`config.mk`:
```
export PLATFORM = sky130hd
export DESIGN_NAME = spgm_lane
export DESIGN_NICKNAME = d
export VERILOG_FILES = /design/src/rtl/assert_macros.svh /design/src/rtl/spgm_pkg.sv /design/src/rtl/spgm_lane.sv
export SDC_FILE = /design/constraint.sdc
export NUM_CORES = 2
export LEC_CHECK = 0
export ABC_AREA = 1
export BUFFER_PORTS_ARGS = -buffer_cell sky130_fd_sc_hd__buf_2
export CAP_MARGIN = 20
export CORE_MARGIN = 10
export CORE_UTILIZATION = 61
export CTS_BUF_LIST = sky130_fd_sc_hd__clkbuf_4
export DETAILED_ROUTE_END_ITERATION = 8
export PLACE_DENSITY = 0.81
export SLEW_MARGIN = 5
export SYNTH_ARGS = -nofsm -noshare
export SYNTH_HDL_FRONTEND = slang
export SYNTH_SLANG_ARGS = --single-unit
```
`constraint.sdc`:
```
create_clock -name clk_i -period 7.7 [get_ports clk_i]
set_input_delay 1.54 -clock clk_i [delete_from_list [all_inputs] [get_ports clk_i]]
set_output_delay 1.54 -clock clk_i [all_outputs]
set_load 0.1 [all_outputs]
```
`src/rtl/assert_macros.svh`:
```
// assertion macros shared by the mixer rtl
// expects clk_i and rst_ni in the scope of use
`ifndef ASSERT_MACROS_SVH
`define ASSERT_MACROS_SVH

// property checked on every clock edge outside reset
`define SPGM_ASSERT(label, prop, msg) \
  label: assert property (@(posedge clk_i) disable iff (!rst_ni) prop) \
    else $error(msg);

// condition in one cycle implies a consequence in the next
`define SPGM_ASSERT_NEXT(label, pre, post, msg) \
  `SPGM_ASSERT(label, pre |=> post, msg)

`endif

```
`src/rtl/spgm_pkg.sv`:
```
// shared types and constants of the stereo pan gain mixer
// no dependencies
package spgm_pkg;

  localparam int unsigned LANES      = 4;
  localparam int unsigned SAMPLE_W   = 16;
  localparam int unsigned SETTING_W  = 32;
  localparam int unsigned GAIN_W     = 17;
  localparam int unsigned SCALED_W   = 32;
  localparam int unsigned PROD_W     = 46;
  localparam int unsigned SUM_W      = 48;
  localparam int unsigned MIX_W      = 49;
  localparam int unsigned QUOT_W     = 18;
  localparam int unsigned COUNT_W    = 3;
  localparam int unsigned CFG_IDX_W  = 3;
  localparam int unsigned PIPE_DEPTH = 6;

  localparam int unsigned STEREO_SHIFT = 30;
  localparam int unsigned MONO_SHIFT   = 31;

  localparam logic [GAIN_W-1:0] UNITY = 17'd32768;

  // floor(q / 3) = (q * RECIP3) >> RECIP3_SHIFT for q below 2^19
  localparam int unsigned       RECIP3_W     = 19;
  localparam int unsigned       RECIP3_SHIFT = 20;
  localparam logic [RECIP3_W-1:0] RECIP3     = 19'd349526;

  localparam logic [SETTING_W-1:0] CHAN_SETTING_RST = 32'h8000_0000;

  typedef enum logic [CFG_IDX_W-1:0] {
    CFG_CHAN0     = 3'd0,
    CFG_CHAN1     = 3'd1,
    CFG_CHAN2     = 3'd2,
    CFG_CHAN3     = 3'd3,
    CFG_ACTIVE    = 3'd4,
    CFG_NORMALIZE = 3'd5,
    CFG_STEREO    = 3'd6
  } cfg_reg_e;

  typedef logic signed [PROD_W-1:0] prod_t;

  typedef struct packed {
    logic               stereo;
    logic               normalize;
    logic [COUNT_W-1:0] count;
  } mix_ctrl_t;

endpackage

```
`src/rtl/spgm_lane.sv`:
```
// one mixer lane: volume scaling, then left and right pan gain products
// depends on spgm_pkg
module spgm_lane (
  input  logic                                 clk_i,
  input  logic                                 adv_i,
  input  logic                                 enable_i,
  input  logic signed [spgm_pkg::SAMPLE_W-1:0]  sample_i,
  input  logic        [spgm_pkg::SETTING_W-1:0] setting_i,
  output spgm_pkg::prod_t                      prod_l_o,
  output spgm_pkg::prod_t                      prod_r_o
);

  logic        [spgm_pkg::GAIN_W-1:0]   vol_eff;
  logic        [spgm_pkg::GAIN_W-1:0]   gain_l_d, gain_r_d;
  logic        [spgm_pkg::GAIN_W-1:0]   gain_l_q, gain_r_q;
  logic        [spgm_pkg::GAIN_W-1:0]   pan_ext;
  logic signed [spgm_pkg::GAIN_W:0]     vol_s;
  logic signed [33:0]                   scaled_full;
  logic signed [spgm_pkg::SCALED_W-1:0] scaled_d, scaled_q;
  logic signed [spgm_pkg::GAIN_W:0]     gain_l_s, gain_r_s;
  logic signed [49:0]                   prod_l_full, prod_r_full;
  spgm_pkg::prod_t                      prod_l_q, prod_r_q;

  always_comb begin
    vol_eff = ({1'b0, setting_i[31:16]} > spgm_pkg::UNITY) ? spgm_pkg::UNITY
                                                          : {1'b0, setting_i[31:16]};
    pan_ext = {setting_i[15], setting_i[15:0]};
    if (setting_i[15]) begin
      gain_l_d = spgm_pkg::UNITY;
      gain_r_d = spgm_pkg::UNITY + pan_ext;
    end else begin
      gain_l_d = spgm_pkg::UNITY - pan_ext;
      gain_r_d = spgm_pkg::UNITY;
    end
    vol_s       = {1'b0, vol_eff};
    scaled_full = sample_i * vol_s;
    scaled_d    = enable_i ? scaled_full[spgm_pkg::SCALED_W-1:0] : '0;
  end

  always_comb begin
    gain_l_s    = {1'b0, gain_l_q};
    gain_r_s    = {1'b0, gain_r_q};
    prod_l_full = scaled_q * gain_l_s;
    prod_r_full = scaled_q * gain_r_s;
  end

  always_ff @(posedge clk_i) begin
    if (adv_i) begin
      scaled_q <= scaled_d;
      gain_l_q <= gain_l_d;
      gain_r_q <= gain_r_d;
      prod_l_q <= prod_l_full[spgm_pkg::PROD_W-1:0];
      prod_r_q <= prod_r_full[spgm_pkg::PROD_W-1:0];
    end
  end

  assign prod_l_o = prod_l_q;
  assign prod_r_o = prod_r_q;

endmodule

```
# ---- Word-level counts from Yosys, hierarchy flattened
# Cells that the tools add are included.
dict set report classes {
  mul 3
  muxes 1
  n_addsub 2
  order_cmp 1
}
# op count
set op_table {}
lappend op_table {{32-bit by 18-bit multiplier with 46-bit output} 2}
lappend op_table {{16-bit by 17-bit multiplier with 32-bit output} 1}
lappend op_table {{16-bit by 17-bit adder with 17-bit output, first input constant} 1}
lappend op_table {{16-bit by 17-bit subtractor with 17-bit output, first input constant} 1}
lappend op_table {{16-bit greater-than comparator, second input constant} 1}
lappend op_table {{16-bit two-way mux} 1}
dict set report totals {
  input_bits 51
  out_inout_bits 92
  word_cells 12
  regBits 158
}

# ---- Longest topological paths before layout
dict set report logic_depth {
  word_depth 3
  depth_mapped 33
  ltp_nobuf 30
}

# ---- Worst setup path before layout
# No wires, ideal clock.
dict set report synth_timing {
  path_kind {input-to-reg}
  start {input port setting_i[18] (netlist bit)}
  end {register scaled_q[31] (netlist bit), data pin}
  setup_slack_ns 0.409
  required_ns 7.445
  setup_ns 0.255
  n_path_buf 3
  arrival_ns 7.037
  cell_stages 27
  cell_sequence {clkbuf_1 nor4_1 nor2b_1 nand3_1 nand2_4 buf_6 buf_6 nand3_1 fa_1 inv_1 fa_1 inv_1 fa_1 inv_1 fa_1 fa_1 inv_1 fa_1 inv_1 ha_1 a21oi_1 a21boi_0 nand3_1 nand3_1 nand3_1 nand2_1 nor2_1}
}
dict set report synth_via {
  elab_chain_cells 3
}
# element line_no
set synth_rtl {}
lappend synth_rtl {{start, declared} spgm_lane.sv:8} ;# input logic [spgm_pkg::SETTING_W-1:0] setting_i,
lappend synth_rtl {{16-bit greater-than comparator} spgm_lane.sv:25} ;# vol_eff = ({1'b0, setting_i[31:16]} > spgm_pkg::UNITY) ? spgm_pkg::UNITY
lappend synth_rtl {{16-bit two-way mux (*)} spgm_lane.sv:25}
lappend synth_rtl {{16-bit by 17-bit multiplier with 32-bit output (*)} spgm_lane.sv:36} ;# scaled_full = sample_i * vol_s;
lappend synth_rtl {{end signal, assigned} spgm_lane.sv:49} ;# scaled_q <= scaled_d;
lappend synth_rtl {{end, declared} spgm_lane.sv:19} ;# logic signed [spgm_pkg::SCALED_W-1:0] scaled_d, scaled_q;
# Every way passes the cells marked *; elsewhere a longest branch is shown, timed or not.
# A chain may end at the register's enable or synchronous reset.

# ---- Final worst setup path
dict set report layout_timing {
  start {input port setting_i[20] (netlist bit)}
  end {register scaled_q[31] (netlist bit), data pin}
}
# Same word-level chain as after synthesis.

==> flow_summary.toml <==
[clocking]
cts_resized = 0
cts_hold_buf = 0
cts_buffers = 17
path_clk_slew_ps = 210
clock_latency_ps = 840
cts-htree-levels = 4
cts_setup_buffers = 0
cts.path.max_buffers = 2
cts_tree = "built"
cts.sinks = 157
cts_root_buf = "clkbuf_4"

[finish]
drive_gt1_share_pct = 5.639
area_delta_synth_final_pct = 5.393
final_nets = 8208
fin_util_pct = 65.06
finalInstanceArea_mm2 = 0.05462

[floorplanning]
io_pins = 143
die_h_um = 311.5
die_w_um = 311.5
die_area_mm2 = 0.09702
initial_core_util_pct = 61.73
coreArea_mm2 = 0.08395
rows = 106

[sta]
fin_hold_ws_ps = 1000
skew_ps = 64.16
slew_violations = 0
worst_slew_pin_slew_ps = 1198
rsz0062_at_grt = "no"
post-route-min-period_ps = 7078
finalSetupViolations = 0
hold_viol_final = 0
final.setup.worst_slack_ps = 621.5
slew_headroom_pct = 20.12
fin_crit_sh_pct = 91.93
fmax_mhz = 141.3

[yosys]
yosysWarningCount = 0
yosys.cell_types.count = 33
ys_ff_latch = 157
synth_cells = 6601
netlist_area_mm2 = 0.05183
synth_area_per_cell_um2 = 7.851
ys_seq_area_share_pct = 9.097
synth_nets = 8137

[placed_design]
pre_cts_ws_ps = -134.9
dp_hpwl_mm = 118.2
dpl_cell_area_mm2 = 0.05433
place.gp.congestion = 0.9986
io_buffers = 142

[status]
status = "finished clean"

[worst_setup_path]
r2r_start = "gain_r_q[3]"
crit_arrival_ps = 7660
end_kind = "flip-flop"
critPathLaunch = "setting_i[20]"
cp.required_ps = 8280
start_kind = "input pin"
slowest_delay_ps = 550
slowest_stage = "fa_1"
worstSetupPathType = "in -> reg"
crit_top_cell = "fa_1"
worstPathMaxFanout = 27

[grt]
first_global_vias = 45600
antenna_found_initial = 5
grtUsageTotal_pct = 30.14
grt_max_degree = 69
grt_overflow = 0
grt_pass1_wl_mm = 233.7

[route]
routed_wl_mm = 140.7
firstDrtPassIters = 8
drc_errors = 0
ant_nets = 0
drtIter0Drc = 3767
wl_per_cell_um = 17.99
vias_per_cell = 5.371
vias = 42020

[run]
cap_violations = 0

[min_path]
worstHoldStart = "gain_r_q[0]"
hp-class = "reg -> reg"
-- worst paths after layout --
kind                                      to  slack, ps  depth (start not counted)
worst max-delay path            scaled_q[31]        620                         27
worst min-delay path             prod_r_o[0]       1000                          3
worst max register to register  prod_r_o[43]        960                         18
worst min register to register   prod_r_o[0]       1000                          3
-- cell families (layout without fill, tap and decap cells) --
group | count (synthesis) | count (layout) | share of synthesized area, %
flops | 157 | 157 | 9.097
compound gates | 279 | 279 | 2.878
other cells | 1 | 5 | 0.007236
fa+ha+maj | 1485 | 1485 | 52.51
buf+inv | 2200 | 2284 | 16.08
simple gates | 2421 | 2421 | 18.45
xor+xnor | 58 | 58 | 0.9802
-- registers in the layout, indices dropped and copies added (netlist names) --
| register | flops |
|---|---|
| gain_l_q | 17 |
| gain_r_q | 16 |
| prod_l_o | 46 |
| prod_r_o | 46 |
| scaled_q | 32 |
-- through the flow --
step | std cells | setup TNS [ps]
after detailed placement | 7786 | -212.2
after global routing | 7821 | 0
after floorplan | 6601 | 0
final | 7823 | 0
after CTS | 7818 | 0
after global placement | 7786 | -106.8
-- cells in the mapped netlist --
cell	instances	area, µm²
fa_1	1150	23020
buf_1	7	26.28
clkbuf_1	257	964.7
o21ai_0	83	415.4
edfxtp_1	157	4715
and2_0	3	18.77
or2_2	5	31.28
nand2_2	7	43.79
a21o_1	11	82.58
buf_2	7	35.03
o211ai_1	6	45.04
nor3_1	19	95.09
nand2_1	1734	6509
buf_6	9	101.4
o21a_1	3	22.52
inv_1	1918	7199
nor4_1	4	25.02
clkinv_1	2	7.510
and3_1	1	6.260
a21oi_1	155	775.7
o21ai_1	3	15.01
ha_1	335	4192
nand3b_1	2	15.01
nor2_1	377	1415
xnor2_1	19	166.4
nand3_1	232	1161
nand2_4	2	22.52
conb_1	1	3.750
xor2_1	39	341.6
nor2b_1	1	6.260
o21bai_1	13	97.59
a21boi_0	5	37.54
nand4_1	34	212.7
-- cell type report --
cell class	count	area, µm²
inverter	1920	7207
clock buffer	18	135.1
clock inverter	14	132.6
multi-input combinational	4244	38780
fill	7178	29330
tap	1134	1419
antenna	4	10.01
timing repair buffer	332	2226
sequential	157	4715
-- critical path, delay by kind of cell --
family / cells / cell delay (ps)
compound gates: 2 / 710
buf+inv: 6 / 640
simple gates: 12 / 1580
fa+ha+maj: 7 / 3160
-- per-layer routing --
metal	global-route usage, %	routed length [µm]	up-vias
li1	-	-	18940
met1	38.83	54290	20780
met2	49.74	67350	1904
met3	6.026	13580	390
met4	11.91	5477	6
met5	0	28	-
-- cells in the final DEF, fill, tap and decap left out, drive strengths merged --
cell	count
nand2	1743
o211ai	6
fa	1150
buf	332
nor2b	1
a21o	11
nand3	232
clkinvlp	4
edfxtp	157
conb	1
xor2	39
o21a	3
clkinv	5
nand4	34
o21ai	86
inv	1924
or2	5
nand3b	2
a21boi	5
nor4	4
o21bai	13
and3	1
and2	3
clkbuf	18
bufinv	1
ha	335
nor3	19
xnor2	19
nor2	377
diode	4
a21oi	155
Power is left out: the tool's default activity adds up to more than one toggle a clock period on the data nets, which glitch-free logic cannot reach.
