File: src/rtl/assert_macros.svh
// assertion macros shared by the mixer rtl
// expects clk_i and rst_ni in the scope of use
`ifndef ASSERT_MACROS_SVH
`define ASSERT_MACROS_SVH

// property checked on every clock edge outside reset
`define SPGM_ASSERT(label, prop, msg) \
  label: assert property (@(posedge clk_i) disable iff (!rst_ni) prop) \
    else $error(msg);

// condition in one cycle implies a consequence in the next
`define SPGM_ASSERT_NEXT(label, pre, post, msg) \
  `SPGM_ASSERT(label, pre |=> post, msg)

`endif

File: src/rtl/spgm_pkg.sv
// shared types and constants of the stereo pan gain mixer
// no dependencies
package spgm_pkg;

  localparam int unsigned LANES      = 4;
  localparam int unsigned SAMPLE_W   = 16;
  localparam int unsigned SETTING_W  = 32;
  localparam int unsigned GAIN_W     = 17;
  localparam int unsigned SCALED_W   = 32;
  localparam int unsigned PROD_W     = 46;
  localparam int unsigned SUM_W      = 48;
  localparam int unsigned MIX_W      = 49;
  localparam int unsigned QUOT_W     = 18;
  localparam int unsigned COUNT_W    = 3;
  localparam int unsigned CFG_IDX_W  = 3;
  localparam int unsigned PIPE_DEPTH = 6;

  localparam int unsigned STEREO_SHIFT = 30;
  localparam int unsigned MONO_SHIFT   = 31;

  localparam logic [GAIN_W-1:0] UNITY = 17'd32768;

  // floor(q / 3) = (q * RECIP3) >> RECIP3_SHIFT for q below 2^19
  localparam int unsigned       RECIP3_W     = 19;
  localparam int unsigned       RECIP3_SHIFT = 20;
  localparam logic [RECIP3_W-1:0] RECIP3     = 19'd349526;

  localparam logic [SETTING_W-1:0] CHAN_SETTING_RST = 32'h8000_0000;

  typedef enum logic [CFG_IDX_W-1:0] {
    CFG_CHAN0     = 3'd0,
    CFG_CHAN1     = 3'd1,
    CFG_CHAN2     = 3'd2,
    CFG_CHAN3     = 3'd3,
    CFG_ACTIVE    = 3'd4,
    CFG_NORMALIZE = 3'd5,
    CFG_STEREO    = 3'd6
  } cfg_reg_e;

  typedef logic signed [PROD_W-1:0] prod_t;

  typedef struct packed {
    logic               stereo;
    logic               normalize;
    logic [COUNT_W-1:0] count;
  } mix_ctrl_t;

endpackage

File: src/rtl/spgm_merge.sv
// merging stages: lane sums, mono fold, scale down, divide by count, saturate
// depends on spgm_pkg
module spgm_merge (
  input  logic                                clk_i,
  input  logic                                adv_i,
  input  spgm_pkg::mix_ctrl_t                 ctrl_i,
  input  spgm_pkg::prod_t                     prod_l_i [spgm_pkg::LANES],
  input  spgm_pkg::prod_t                     prod_r_i [spgm_pkg::LANES],
  output logic signed [spgm_pkg::SAMPLE_W-1:0] left_o,
  output logic signed [spgm_pkg::SAMPLE_W-1:0] right_o
);

  function automatic logic [spgm_pkg::QUOT_W-1:0] div_count(
    input logic [spgm_pkg::QUOT_W-1:0]  q,
    input logic [spgm_pkg::COUNT_W-1:0] d
  );
    logic [spgm_pkg::QUOT_W+spgm_pkg::RECIP3_W-1:0] p;
    logic [spgm_pkg::QUOT_W-1:0]                    r;
    p = q * spgm_pkg::RECIP3;
    case (d)
      3'd2:    r = q >> 1;
      3'd3:    r = p[spgm_pkg::RECIP3_SHIFT +: spgm_pkg::QUOT_W];
      3'd4:    r = q >> 2;
      default: r = q;
    endcase
    return r;
  endfunction

  function automatic logic signed [spgm_pkg::SAMPLE_W-1:0] sat16(
    input logic                        neg,
    input logic [spgm_pkg::QUOT_W-1:0] mag
  );
    logic [spgm_pkg::QUOT_W-1:0]          negm;
    logic signed [spgm_pkg::SAMPLE_W-1:0] r;
    negm = ~mag + 1'b1;
    if (neg) begin
      r = (mag > 18'd32768) ? 16'sh8000 : negm[spgm_pkg::SAMPLE_W-1:0];
    end else begin
      r = (mag > 18'd32767) ? 16'sh7fff : mag[spgm_pkg::SAMPLE_W-1:0];
    end
    return r;
  endfunction

  logic signed [spgm_pkg::SUM_W-1:0]   sum_l_d, sum_r_d, sum_l_q, sum_r_q;
  logic signed [spgm_pkg::MIX_W-1:0]   mix_l, mix_r;
  logic        [spgm_pkg::MIX_W-1:0]   mag_l, mag_r, shf_l, shf_r;
  logic        [spgm_pkg::QUOT_W-1:0]  q_l_q, q_r_q, quot_l_q, quot_r_q;
  logic                                neg_l_q, neg_r_q, sgn_l_q, sgn_r_q;
  logic        [spgm_pkg::COUNT_W-1:0] divisor;
  logic signed [spgm_pkg::SAMPLE_W-1:0] left_q, right_q;

  always_comb begin
    sum_l_d = '0;
    sum_r_d = '0;
    for (int i = 0; i < spgm_pkg::LANES; i++) begin
      sum_l_d = sum_l_d + spgm_pkg::SUM_W'(prod_l_i[i]);
      sum_r_d = sum_r_d + spgm_pkg::SUM_W'(prod_r_i[i]);
    end
  end

  always_comb begin
    if (ctrl_i.stereo) begin
      mix_l = spgm_pkg::MIX_W'(sum_l_q);
      mix_r = spgm_pkg::MIX_W'(sum_r_q);
    end else begin
      mix_l = spgm_pkg::MIX_W'(sum_l_q) + spgm_pkg::MIX_W'(sum_r_q);
      mix_r = '0;
    end
    mag_l = mix_l[spgm_pkg::MIX_W-1] ? -mix_l : mix_l;
    mag_r = mix_r[spgm_pkg::MIX_W-1] ? -mix_r : mix_r;
    shf_l = ctrl_i.stereo ? (mag_l >> spgm_pkg::STEREO_SHIFT) : (mag_l >> spgm_pkg::MONO_SHIFT);
    shf_r = ctrl_i.stereo ? (mag_r >> spgm_pkg::STEREO_SHIFT) : (mag_r >> spgm_pkg::MONO_SHIFT);
    divisor = (ctrl_i.normalize && (ctrl_i.count != '0)) ? ctrl_i.count : 3'd1;
  end

  always_ff @(posedge clk_i) begin
    if (adv_i) begin
      sum_l_q  <= sum_l_d;
      sum_r_q  <= sum_r_d;
      q_l_q    <= shf_l[spgm_pkg::QUOT_W-1:0];
      q_r_q    <= shf_r[spgm_pkg::QUOT_W-1:0];
      neg_l_q  <= mix_l[spgm_pkg::MIX_W-1];
      neg_r_q  <= mix_r[spgm_pkg::MIX_W-1];
      quot_l_q <= div_count(q_l_q, divisor);
      quot_r_q <= div_count(q_r_q, divisor);
      sgn_l_q  <= neg_l_q;
      sgn_r_q  <= neg_r_q;
      left_q   <= sat16(sgn_l_q, quot_l_q);
      right_q  <= sat16(sgn_r_q, quot_r_q);
    end
  end

  assign left_o  = left_q;
  assign right_o = right_q;

endmodule

File: config.mk
export PLATFORM = sky130hd
export DESIGN_NAME = spgm_merge
export DESIGN_NICKNAME = d
export VERILOG_FILES = /design/src/rtl/assert_macros.svh /design/src/rtl/spgm_pkg.sv /design/src/rtl/spgm_merge.sv
export SDC_FILE = /design/constraint.sdc
export NUM_CORES = 2
export LEC_CHECK = 0
export ABC_AREA = 1
export ABC_CLOCK_PERIOD_IN_PS = 8700
export BUFFER_PORTS_ARGS = -buffer_cell sky130_fd_sc_hd__buf_2
export CORE_MARGIN = 10
export CORE_UTILIZATION = 25
export CTS_BUF_LIST = sky130_fd_sc_hd__clkbuf_8
export DETAILED_ROUTE_END_ITERATION = 10
export PLACE_DENSITY = 0.45
export SLEW_MARGIN = 30
export SYNTH_ARGS = -nofsm -noshare
export SYNTH_HDL_FRONTEND = slang
export SYNTH_SLANG_ARGS = --single-unit
File: constraint.sdc
create_clock -name clk_i -period 8.7 [get_ports clk_i]
set_input_delay 0.87 -clock clk_i [delete_from_list [all_inputs] [get_ports clk_i]]
set_output_delay 0.87 -clock clk_i [all_outputs]
set_load 0.05 [all_outputs]
# Yosys cells after proc, flatten, opt, wreduce, memory -nomap -nowiden
# Cells that the tools add are included.
[op_classes]
add_sub_neg = 11
n_mul = 2
order_cmp = 4
n_eq_ne = 3
muxes = 15
n_bitwise = 2
n_reduce_logical = 2
[op_table]
columns = ["operator", "count"]
rows = [
  ["$mux 49", 4],
  ["$pmux 18 s3", 2],
  ["$neg 49->49", 2],
  ["$add 47x46->48", 2],
  ["$add 48x46->48", 2],
  ["$mux 16", 6],
  ["$add 46x46->47", 2],
  ["$mul 18x18->36 const B", 2],
  ["$add 48x48->49", 1],
  ["$gt 18x15->1 const B", 2],
  ["$gt 18x16->1 const B", 2],
  ["$mux 18", 2],
  ["$add 16x1->16 const B", 2],
  ["$not 16->16", 2],
  ["$eq 3x2->1 const B", 2],
  ["$eq 3x3->1 const B", 1],
  ["$mux 3", 1],
  ["$reduce_bool 3->1", 1],
  ["$logic_and 1x1->1", 1],
]
[totals]
reg_bits = 204
in_bits = 375

# Logic depth before layout (Yosys ltp)
[logic_depth]
ltp_word = 5
ltp_mapped = 26
ltp_nobuf = 26

# Worst setup path after synthesis
# OpenSTA, ideal clock, no wires.
[synth_timing]
kind = "register to register"
start = "register q_l_q[7] (netlist bit)"
end = "register quot_l_q[12] (netlist bit) (data pin)"
t_arrival_ns = 5.203
slack_ns = 3.235
stages_incl_launch_ff = 22
n_path_buf = 0
path_cell_list = "edfxtp_1 > ha_1 > fa_1 > inv_1 > fa_1 > fa_1 > inv_1 > fa_1 > inv_1 > fa_1 > inv_1 > ha_1 > a21oi_1 > o21a_1 > o31ai_1 > a221oi_1 > nand2_1 > or2_2 > nand3_1 > o21ai_0 > a21oi_1 > o21ai_0"
[synth_via]
elab_chain_len = 2
[synth_rtl]
columns = ["item", "line", "rtl"]
rows = [
  ["start, declared", "spgm_merge.sv:47", "logic [spgm_pkg::QUOT_W-1:0] q_l_q, q_r_q, quot_l_q, quot_r_q;"],
  ["start signal, assigned", "spgm_merge.sv:80", "q_l_q <= shf_l[spgm_pkg::QUOT_W-1:0];"],
  ["$mul 18x18->36", "spgm_merge.sv:19", "p = q * spgm_pkg::RECIP3;"],
  ["$pmux 18 s3", "spgm_merge.sv:20", "case (d)"],
  ["end signal, assigned", "spgm_merge.sv:84", "quot_l_q <= div_count(q_l_q, divisor);"],
  ["end, declared", "spgm_merge.sv:47", ""],
]
# Every way passes these cells.
# A chain may end at the register's enable or synchronous reset.

# Worst setup path in the final report
[layout_timing]
start = "register q_r_q[4] (netlist bit)"
end = "register quot_r_q[5] (netlist bit) (data pin)"
[layout_via]
elab_chain_len = 2
[layout_rtl]
columns = ["item", "line", "rtl"]
rows = [
  ["start, declared", "spgm_merge.sv:47", ""],
  ["start signal, assigned", "spgm_merge.sv:81", "q_r_q <= shf_r[spgm_pkg::QUOT_W-1:0];"],
  ["$mul 18x18->36", "spgm_merge.sv:19", ""],
  ["$pmux 18 s3", "spgm_merge.sv:20", ""],
  ["end signal, assigned", "spgm_merge.sv:85", "quot_r_q <= div_count(q_r_q, divisor);"],
  ["end, declared", "spgm_merge.sv:47", ""],
]
# Every way passes these cells.

==> impl_metrics.tcl <==
set metrics [dict create \
    end_kind "flip-flop" \
    die_area_sq_um 159000 \
    cts_root_buf "clkbuf_8" \
    cts_tree "done" \
    io_buffer_count 406 \
    worstPathCellList "ha_1, fa_1, inv_1, fa_1, inv_1, fa_1, fa_1, inv_1, fa_1, inv_1, ha_1, nand2_1, inv_1, a21oi_1, a21boi_0, nand2_1, nand2_1, nand2_1, o21ai_0, nand4_1" \
    cp_slowest_cell "edfxtp_1" \
    path_depth 20 \
    vias_per_cell 4.51 \
    relSlewSlack_pct 30.1 \
    fp.dieW_um 399 \
    cap_violations 0 \
    grt_remaining_overflow 0 \
    seq_area_frac_synth_pct 17.1 \
    period_minus_slack_ns 6.12 \
    tns_ns 0 \
    netlist_area_sq_um 35900 \
    yosys-top-cells-area "fa_1 (22%), edfxtp_1 (17%), ha_1 (16%), nand2_1 (11%), inv_1 (9.4%)" \
    worstSkewPairLatency_ns 0.62 \
    grt_max_degree 131 \
    clock_path_buffers 3 \
    layout.nets 6234 \
    reg2reg_depth 20 \
    drtPass1Iterations 7 \
    gp_congestion 0.933 \
    holdWs_ns 0.549 \
    fmax_mhz 163 \
    worst_path_largest_cell_delay_ns 0.59 \
    min_period_over_period_pct 70.3 \
    r2r-end "quot_r_q[5]" \
    core_sq_um 143000 \
    seq_area_sq_um 6130 \
    cts.reportedPaths.clkPinSlew_ns 0.06 \
    cp-startpoint "q_r_q[4]" \
    antenna_found_initial 3 \
    ys.flop_type "edfxtp_1" \
    io_pins 407 \
    synth_largest_area_cell "fa_1" \
    grt_pass1_vias 33100 \
    clock_skew_ns 0.0293 \
    fillerInstances 15700 \
    htree_levels 2 \
    multi_input_area_sq_um 26200 \
    grt_usage_pct 15.7 \
    setup_violations 0 \
    dp_slack_ns 2.64 \
    status "completed" \
    drive_above_1_share_pct 11.6 \
    worstMarginPinSlew_ns 1.04 \
    post_cts_buffers 0 \
    synthArstFlopShare_pct 0 \
    endpoint "quot_r_q[5]" \
    critPathRequiredTime_ns 8.98 \
    path_buf_inv 5 \
    worstSetupPathType "reg -> reg" \
    synth-edff-count 204 \
    grt_pass1_wl_um 196000 \
    synthXorXnorAreaFrac_pct 3.02 \
    dr_total_vias 31300 \
    synth_top_area_share_pct 22.5 \
    rsz0062_at_grt "no" \
    post-route-drc-count 0 \
    slew_violations 0 \
    setup_ws_ns 2.58 \
    syn2layout_area_growth_pct 14.2 \
    synth.mux.area_fraction_pct 0.233 \
    cp_max_fo 9 \
    start_kind "flip-flop" \
    min-delay-path-class "reg -> reg" \
    synth-seq-cells 204 \
    cpLargestDelayFamily "adder cells" \
    post_cts_resize_count 0 \
    numCtsBuffers 40 \
    synth_top_family_by_area "adder cells" \
    synth_fa_ha_area_share_pct 38.5 \
    r2r-start "q_r_q[4]" \
    dp_hpwl_um 113000 \
    syn_area_per_cell_sq_um 7.84 \
    r2r_slack_ns 2.58 \
    cts_sinks 204 \
    synth-compound-area-share_pct 9.98 \
    wl_per_cell_um 18.4 \
    postRouteAntennaNets 0 \
    synth-simple-area-share_pct 21.1 \
    die_y_um 399 \
    hold_buffers 0 \
    syn_nets 5822 \
    ys_types 53 \
    wirelength_um 127000 \
    syn_inst 4584 \
    crit_arrival_ns 6.40 \
    ys_warn_count 0 \
    rows 139 \
    finalHoldViolations 0 \
    drt_iter0_drc 1651 \
    initial_core_util_pct 25.1 \
]
==> state kept, by name, summed over array words and instances (netlist names) <==
signal and count:
q_r_q 18, q_l_q 18, sgn_l_q 1, right_o 16, neg_l_q 1, neg_r_q 1, quot_l_q 18, sum_r_q 48
quot_r_q 18, sum_l_q 48, left_o 16, sgn_r_q 1
==> worst min-delay path by stage <==
stage | slack, ns | endpoint | start | depth (start not counted)
after floorplan | 0.40 | sgn_l_q | neg_l_q | 0
after global placement | 0.57 | sgn_r_q | neg_r_q | 0
after detailed placement | 0.56 | sgn_l_q | neg_l_q | 0
after CTS | 0.56 | sum_l_q[0] | prod_l_i[138] | 2
after global routing | 0.57 | sum_l_q[0] | prod_l_i[138] | 2
final | 0.55 | sgn_l_q | neg_l_q | 0
==> final cells by class <==
cell class / count / area share, %
well taps: 1903 / 5.80
diodes: 1 / 0.00610
repair buffers: 413 / 5.19
multi-input cells: 3413 / 63.8
inverters: 924 / 8.45
clock buffers: 40 / 1.34
flip-flops and latches: 204 / 14.9
clock inverters: 31 / 0.491
==> layout by cell type, fill, tap and decap left out, types with 196 or more instances in the layout <==
cell / count
nand2_1: 1022
a21oi_1: 238
fa_1: 403
nor2_1: 318
edfxtp_1: 204
nand3_1: 196
buf_2: 404
ha_1: 460
o21ai_0: 217
inv_1: 914
==> worst register-to-register path: stages (launching register included) <==
cell	delay [ns]
edfxtp_1	0.59
ha_1	0.44
fa_1	0.52
inv_1	0.05
fa_1	0.52
inv_1	0.06
fa_1	0.50
fa_1	0.54
inv_1	0.05
fa_1	0.52
inv_1	0.04
ha_1	0.34
nand2_1	0.16
inv_1	0.05
a21oi_1	0.28
a21boi_0	0.22
nand2_1	0.14
nand2_1	0.09
nand2_1	0.08
o21ai_0	0.30
nand4_1	0.28
==> cells in the mapped netlist (all sizes together), types with 5 or more instances <==
cell     number
o2111ai       9
edfxtp      204
a21boi       22
a21o         16
inv         920
o221ai       10
nor4         21
o21ai       236
buf          19
clkbuf       24
a31oi        41
ha          460
fa          403
nand2      1045
nor3         43
nand3b       13
xor2         79
nor2        346
o21a         18
a221oi       10
a21oi       239
o31ai         6
xnor2        44
mux2i         5
o21bai       14
nand3       205
nand4        74
or2          26
o211ai        9
==> stage by stage <==
stage | cell area, sq um | std cells | utilization [%]
after floorplan | 35900 | 4584 | -
after global placement | 40300 | 6856 | 28.1
after detailed placement | 40300 | 6856 | 28.1
after CTS | 41000 | 6927 | 28.6
after global routing | 41000 | 6929 | 28.7
final | 41000 | 6929 | 28.7
==> cell families (layout without fill, tap and decap cells) <==
kind of cell	count (synthesis)	after routing
AOI/OAI and AO/OA	635	635
xor gates and xnor gates	123	123
adders and majority gates	863	863
buffers and inverters	967	1408
muxes	8	8
and+or+nand+nor	1784	1784
other	0	1
DFF	204	204
==> layer usage <==
| layer | wire length, um | vias to the layer above | track usage (%) | part of all wire (%) |
|---|---|---|---|---|
| li1 | - | 15700 | - | - |
| met1 | 56600 | 14700 | 20.1 | 45 |
| met2 | 61500 | 739 | 27.4 | 48 |
| met3 | 5520 | 141 | 2.17 | 4.3 |
| met4 | 3620 | 0 | 4.11 | 2.8 |
| met5 | 0 | - | 0 | 0 |
Power is not shown: default switching activity piles up to over one toggle a cycle in this logic, so the estimate is an artifact.
